**src/rtl/core/plsm_ram.sv**
```systemverilog
// ============================================================================
// plsm_ram
// Generic single-clock RAM with one write port and one registered read port.
// A read at the address being written returns the old contents.
// ============================================================================
`default_nettype none

module plsm_ram #(
    parameter  int WIDTH  = 32,
    parameter  int DEPTH  = 16,
    localparam int ADDR_W = (DEPTH > 1) ? $clog2(DEPTH) : 1
) (
    input  wire logic              clk,
    input  wire logic              we,
    input  wire logic [ADDR_W-1:0] waddr,
    input  wire logic [WIDTH-1:0]  wdata,
    input  wire logic [ADDR_W-1:0] raddr,
    output logic      [WIDTH-1:0]  rdata
);

    logic [WIDTH-1:0] mem [DEPTH];
    logic [WIDTH-1:0] rdata_reg;

    always_ff @(posedge clk)
    begin
        if (we)
        begin
            mem[waddr] <= wdata;
        end
        rdata_reg <= mem[raddr];
    end

    assign rdata = rdata_reg;

endmodule

`default_nettype wire

```
**config.mk**
```make
export PLATFORM = sky130hd
export DESIGN_NAME = plsm_ram
export DESIGN_NICKNAME = d
export VERILOG_FILES = /design/src/rtl/core/plsm_ram.sv
export SDC_FILE = /design/constraint.sdc
export NUM_CORES = 1
export LEC_CHECK = 0
export BUFFER_PORTS_ARGS = -buffer_cell sky130_fd_sc_hd__buf_2
export CAP_MARGIN = 20
export CORE_ASPECT_RATIO = 0.5
export CORE_MARGIN = 2
export CORE_UTILIZATION = 61
export CTS_CLUSTER_DIAMETER = 30
export DETAILED_ROUTE_END_ITERATION = 10
export PLACE_DENSITY = 0.79
export SLEW_MARGIN = 15
export SYNTH_ARGS = -nofsm -noshare
export SYNTH_HDL_FRONTEND = slang
export SYNTH_SLANG_ARGS = --single-unit
export TNS_END_PERCENT = 100
```
**constraint.sdc**
```tcl
create_clock -name clk -period 4.9 [get_ports clk]
set_clock_uncertainty 0.05 [all_clocks]
set_input_delay 0.735 -clock clk [delete_from_list [all_inputs] [get_ports clk]]
set_output_delay 0.735 -clock clk [all_outputs]
set_load 0.005 [all_outputs]
```
==> results of run 1 <==
worst min-delay path by stage:
stage / from / to / cells past startpoint
after floorplan: mem[14][0] / rdata[0] / 3
final: wdata[28] / mem[2][28] / 1
after detailed placement: mem[6][7] / rdata[7] / 3
after CTS: wdata[28] / mem[2][28] / 1
after global placement: mem[14][24] / rdata[24] / 3
after global routing: wdata[27] / mem[3][27] / 1
area by class of cell:
type	instances	area, sq um	share of cell area (%)
clock inverters	31	420	1.85
flip-flops and latches	544	16000	70.3
clock buffers	66	1430	6.25
multi-input cells	251	3750	16.5
well taps	432	541	2.37
repair buffers	99	634	2.78
per-layer routing:
metal  GRT usage [%]  vias up  part of all wire [%]
li1                -     3807                     -
met1            38.5     5112                    37
met2            45.2      688                    50
met3            6.21      119                    10
met4            9.10        0                   3.0
met5               0        -                     0
worst register-to-register path, stage by stage, from the launching register on:
cell,delay (ns)
edfxtp_1,0.40
mux4_2,0.52
a22oi_1,0.22
nand2_1,0.11
Yosys cell counts:
cell type    n  area, sq um
nand3_1      1         5.00
buf_1        9         33.8
edfxtp_1   512        15400
nand2_1     33          124
buf_2        4         20.0
mux4_2     128         2880
dfxtp_1     32          641
nor3_1       4         20.0
a22oi_1     64          480
nand2b_1     2         12.5
buf_4       11         82.6
clkbuf_1    17         63.8
nor2b_1      2         12.5
nor2_1      13         48.8
nand3b_1     2         15.0
and2_1       1         6.26
or3b_2       1         8.76
buf_6        2         22.5
logic make-up after synthesis:
| logic type | synth area share (%) |
|---|---|
| DFF | 80.7 |
| muxes | 14.5 |
| and+or+nand+nor | 1.27 |
| AOI/OAI and AO/OA | 2.42 |
| buffers and inverters | 1.12 |
power breakdown:
part           switching, mW  internal, mW  total, mW
sequential            0.0383          5.20       5.24
combinational          0.274         0.187      0.460
clock                   1.80          2.52       4.33
total                   2.11          7.91       10.0
metrics by stage:
step	cell area [sq um]	instances	util [%]	total power [mW]	hold slack, ns
after floorplan	19900	838	-	5.58	0.585
after global placement	20900	1325	65.7	5.76	0.603
after detailed placement	20900	1325	65.7	5.78	0.607
after CTS	22800	1422	71.5	10.1	0.454
after global routing	22800	1423	71.6	10.2	0.480
final	22800	1423	71.6	10.0	0.479
cells in the final DEF, fill, tap and decap left out, types with 2 or more instances in the layout:
master     netlist  routed
nand3b_1         2       2
buf_4           11      22
clkbuf_16        0      53
dfxtp_1         32      32
buf_2            4      71
buf_12           0       5
clkinv_2         0       6
clkbuf_8         0       6
nor2_4           0      13
nand2_1         33      33
nor2b_4          0       2
nor3_2           0       4
edfxtp_1       512     512
bufinv_16        0       8
clkbuf_1        17       8
inv_6            0      12
nand2b_1         2       2
mux4_2         128     128
clkinv_4         0       3
a22oi_1         64      64
==> impl_metrics.yaml, run 1 <==
outcome:
  status: "finished, final reports clean"
route:
  vias_per_cell: 6.83
  vias: 9726
  wirelength_microns: 45700
  ant_nets: 0
  post_drt_wl_per_cell_microns: 32.1
  drtIter0Drc: 1401
  drcViolationCount: 0
  drt_pass1_iterations: 6
clock_tree:
  postCtsHoldBufs: 0
  cts.sink_count: 544
  clockBufferDepth: 3
  cts_resized: 0
  numCtsBuffers: 53
  clkLatencyLatePin_ns: 0.58
  cts_tree: "built"
  clockRootBuffer: "clkbuf_16"
  clk_pin_slew_ns: 0.07
  htree_levels: 2
  post_cts_buffers: 0
flow_run:
  cap_violations: 0
sta:
  max_freq_ghz: 0.410
  maxSlewViolCount: 0
  setup_tns_ns: 0
  fin_crit_ns: 2.44
  finalSetupViolCount: 0
  relSlewSlack_pct: 29.0
  period_share_pct: 49.7
  rsz0062_at_grt: "no"
  setup_ws_ns: 2.46
  final_hold_viol_count: 0
  worst_pin_slew_ns: 1.06
setup_path:
  end_kind: "register"
  cp.arrival_ns: 2.83
  cp-endpoint: "rdata[9]"
  worst-path-stages: 5
  critical_path_buf_inv_count: 2
  worstReg2RegStart: "mem[2][12]"
  r2r_cells: 3
  crit_fanout: 66
  slowest_stage: "clkbuf_8"
  cp.required_ns: 5.29
  cp-startpoint: "raddr[0]"
  reg2reg_slack_ns: 3.46
  path_class: "primary input to register"
  critPathLaunchType: "primary input"
  cp_top_family: "buffers and inverters"
  slowest_delay_ns: 0.65
  r2r-end: "rdata[12]"
  crit_chain: "clkbuf_8 -> buf_4 -> mux4_2 -> a22oi_1 -> nand2_1"
floorplan:
  die-area_sq_um: 34100
  die_y_microns: 132
  core_area_sq_um: 31800
  initial_core_util_pct: 62.4
  io_pins: 74
  die_width_microns: 259
  num_rows: 46
place:
  gp_congestion: 0.768
  post-place-ws_ns: 1.87
  post-dp-hpwl_microns: 21800
  numPortBuffers: 73
power:
  p_per_area_nw_per_um2: 440
  ir_worst_vdd_mv: 0.257
  p_leak_nw: 7.39
yosys:
  synth_area_sq_um: 19900
  synth_cell_types: 18
  syn_area_per_cell_sq_um: 23.7
  ys_seq_elements: 544
  yosysWarnings: 0
  syn-instance-count: 838
  synth_seq_area_share_pct: 80.7
  synth_nets: 880
cells_and_area:
  synthToLayoutAreaGrowth_pct: 14.8
  fillers: 1610
  antennaDiodeCount: 0
  nets: 991
  largest_reg_flops: 512
  drive_above_1_share_pct: 34.0
global_routing:
  grt_pass1_vias: 10100
  grtUsageTotal_pct: 27.9
  grt_max_degree: 67
  overflow: 0
  grt_pass1_wl_microns: 68000
  antenna_found_initial: 0
worst_hold_path:
  min_path_type: "primary input to register"
(Power assumes the default switching activity.)
==> run 2, diff against run 1 <==
Settings changed: ABC_AREA set to 1, CORE_UTILIZATION 61 to 62, PLACE_DENSITY 0.79 to 0.8.
Clock period 4.9 ns to 2.3 ns, I/O delays scaled along.
==> run 2 against run 1 <==
  * Clock power rose by 130%
  * Cell count up 91%
  * Synthesized cell count increased to 2.5 times the previous value
  * Critical path depth is 4 lower
  * Clock-buffer cell count is the same
  * Utilization rose by 0.15 points
  * Synthesized area grew 14%
  * Combinational power increased to 2.8 times the previous value
  * Global-route usage decreased by 0.22 points
  * Total power increased by 120%
  * Via count grew 55%
  * Critical endpoint is now rdata[10]
==> impl_metrics.yaml, run 2 <==
cells_and_area:
  largest_reg_flops: 512
  multiInputGateArea_sq_um: 4670
  regArea_sq_um: 16000
  layout_common_cells: "nand2_1 (677), edfxtp_1 (512), inv_1 (386)"
  synthToLayoutAreaGrowth_pct: 13.8
  drive_above_1_share_pct: 10.6
  nets: 2232
  final_common_cell: "nand2_1"
  antennaDiodeCount: 0
  fillers: 2228
  final_cells: 2723
route:
  vias: 15100
  vias_per_cell: 5.55
  post_drt_wl_per_cell_microns: 19.0
  highest_layer: "met4"
  ant_nets: 0
  drcViolationCount: 0
  wirelength_microns: 51700
  wl_met3_microns: 5100
  wl_met2_microns: 25200
  wl_met1_microns: 19900
  drtIter0Drc: 1646
  drt_pass1_iterations: 6
yosys:
  synth_cell_types: 15
  ys_top_cells_by_area: "edfxtp_1 (68%), nand2_1 (11%), nand3_1 (8.5%), inv_1 (6.4%), dfxtp_1 (2.8%)"
  ys_seq_elements: 544
  syn_area_per_cell_sq_um: 10.7
  syn-instance-count: 2120
  ys.flop_type: "edfxtp_1"
  synth_common_cells: "nand2_1 (677), edfxtp_1 (512), inv_1 (388), nand3_1 (385), buf_2 (41)"
  synth_edf_count: 512
  async_flop_share_pct: 0
  synth_area_sq_um: 22700
  yosysWarnings: 0
  synth_seq_area_share_pct: 70.5
  synth_top_cell_by_area: "edfxtp_1"
  yosysTopAreaCellShare_pct: 67.6
  yosysMostFrequentCell: "nand2_1"
  synth_nets: 2162
clock_tree:
  clk_pin_slew_ns: 0.07
  postCtsHoldBufs: 0
  cts_resized: 0
  htree_levels: 2
  numCtsBuffers: 57
  post_cts_buffers: 0
  clockRootBuffer: "clkbuf_16"
  clkLatencyLatePin_ns: 0.59
  clockBufferDepth: 3
  cts_tree: "built"
  cts.sink_count: 544
global_routing:
  grt_max_degree: 82
  grt_pass1_wl_microns: 81200
  overflow: 0
  antenna_found_initial: 0
  grtUsageTotal_pct: 27.7
  grt_pass1_vias: 15100
floorplan:
  die-area_sq_um: 38300
  die_y_microns: 139
  io_pins: 74
  initial_core_util_pct: 63.1
  num_rows: 49
  core_area_sq_um: 36000
  die_width_microns: 275
sta:
  final_hold_viol_count: 0
  fin_crit_ns: 1.48
  maxSlewViolCount: 0
  worst_pin_slew_ns: 0.984
  whs_ns: 0.0702
  relSlewSlack_pct: 34.4
  finalSetupViolCount: 0
  period_share_pct: 64.5
  max_freq_ghz: 0.674
  rsz0062_at_grt: "no"
power:
  ir_worst_vdd_mv: 0.494
  total_power_mw: 22.5
  p_leak_nw: 11.1
  p_per_area_nw_per_um2: 868
flow_run:
  cap_violations: 0
setup_path:
  critical_path_buf_inv_count: 1
  critPathLaunchType: "register"
  slowest_stage: "dfxtp_1"
  cp.arrival_ns: 1.09
  cp.required_ns: 1.90
  end_kind: "output port"
  cp_top_family: "flip-flops"
  path_class: "register to output port"
  crit_chain: "buf_2"
  slowest_delay_ns: 0.37
  crit_fanout: 1
place:
  gp_congestion: 0.776
  numPortBuffers: 73
  post-dp-hpwl_microns: 26800
  dp.cells: 2615
worst_hold_path:
  min_path_type: "primary input to register"
outcome:
  status: "finished, final reports clean"
[run 2: power breakdown]
group	switching (mW)	internal, mW	total (mW)
registers	0.0710	11.1	11.1
clock network	4.01	6.02	10.0
logic	0.906	0.383	1.29
total	4.98	17.5	22.5
[run 2: path summary, 6_finish.rpt]
kind	from	to	slack, ns	cells past startpoint
worst max register to register	mem[15][18]	rdata[18]	1.19	6
worst max-delay path	rdata[10]	rdata[10]	0.82	1
worst min register to register	mem[4][7]	rdata[7]	0.61	6
worst min-delay path	wdata[3]	mem[1][3]	0.07	1
[run 2: cells by family (layout without fill, tap and decap cells)]
logic type | count (synthesis) | in the layout | share of synthesized area [%]
flops | 544 | 544 | 70.5
buf+inv | 495 | 614 | 9.54
simple gates | 1081 | 1081 | 20.0
[run 2: per-stage QoR]
| stage | cell area (sq um) | TNS [ns] | worst slack, ns | util (%) |
|---|---|---|---|---|
| after global routing | 25900 | 0 | 0.784 | 71.7 |
| after CTS | 25900 | 0 | 0.795 | 71.7 |
| after detailed placement | 23800 | 0 | 0.450 | 65.9 |
| final | 25900 | 0 | 0.817 | 71.7 |
| after global placement | 23800 | 0 | 0.525 | 65.9 |
| after floorplan | 22700 | -27.95 | -0.0877 | - |
[run 2: final cells by class]
| class | count | share of cell area (%) |
|---|---|---|
| clock buffer | 66 | 5.96 |
| sequential | 544 | 61.9 |
| tap | 484 | 2.34 |
| multi-input combinational | 1081 | 18.0 |
| inverter | 390 | 5.69 |
| timing repair buffer | 116 | 3.91 |
| clock inverter | 42 | 2.12 |
[run 2: layer usage]
metal / up-vias / global-route usage, %
li1: 6995 / -
met1: 7168 / 37.1
met2: 817 / 45.8
met3: 137 / 5.06
met4: 0 / 10.2
met5: - / 0
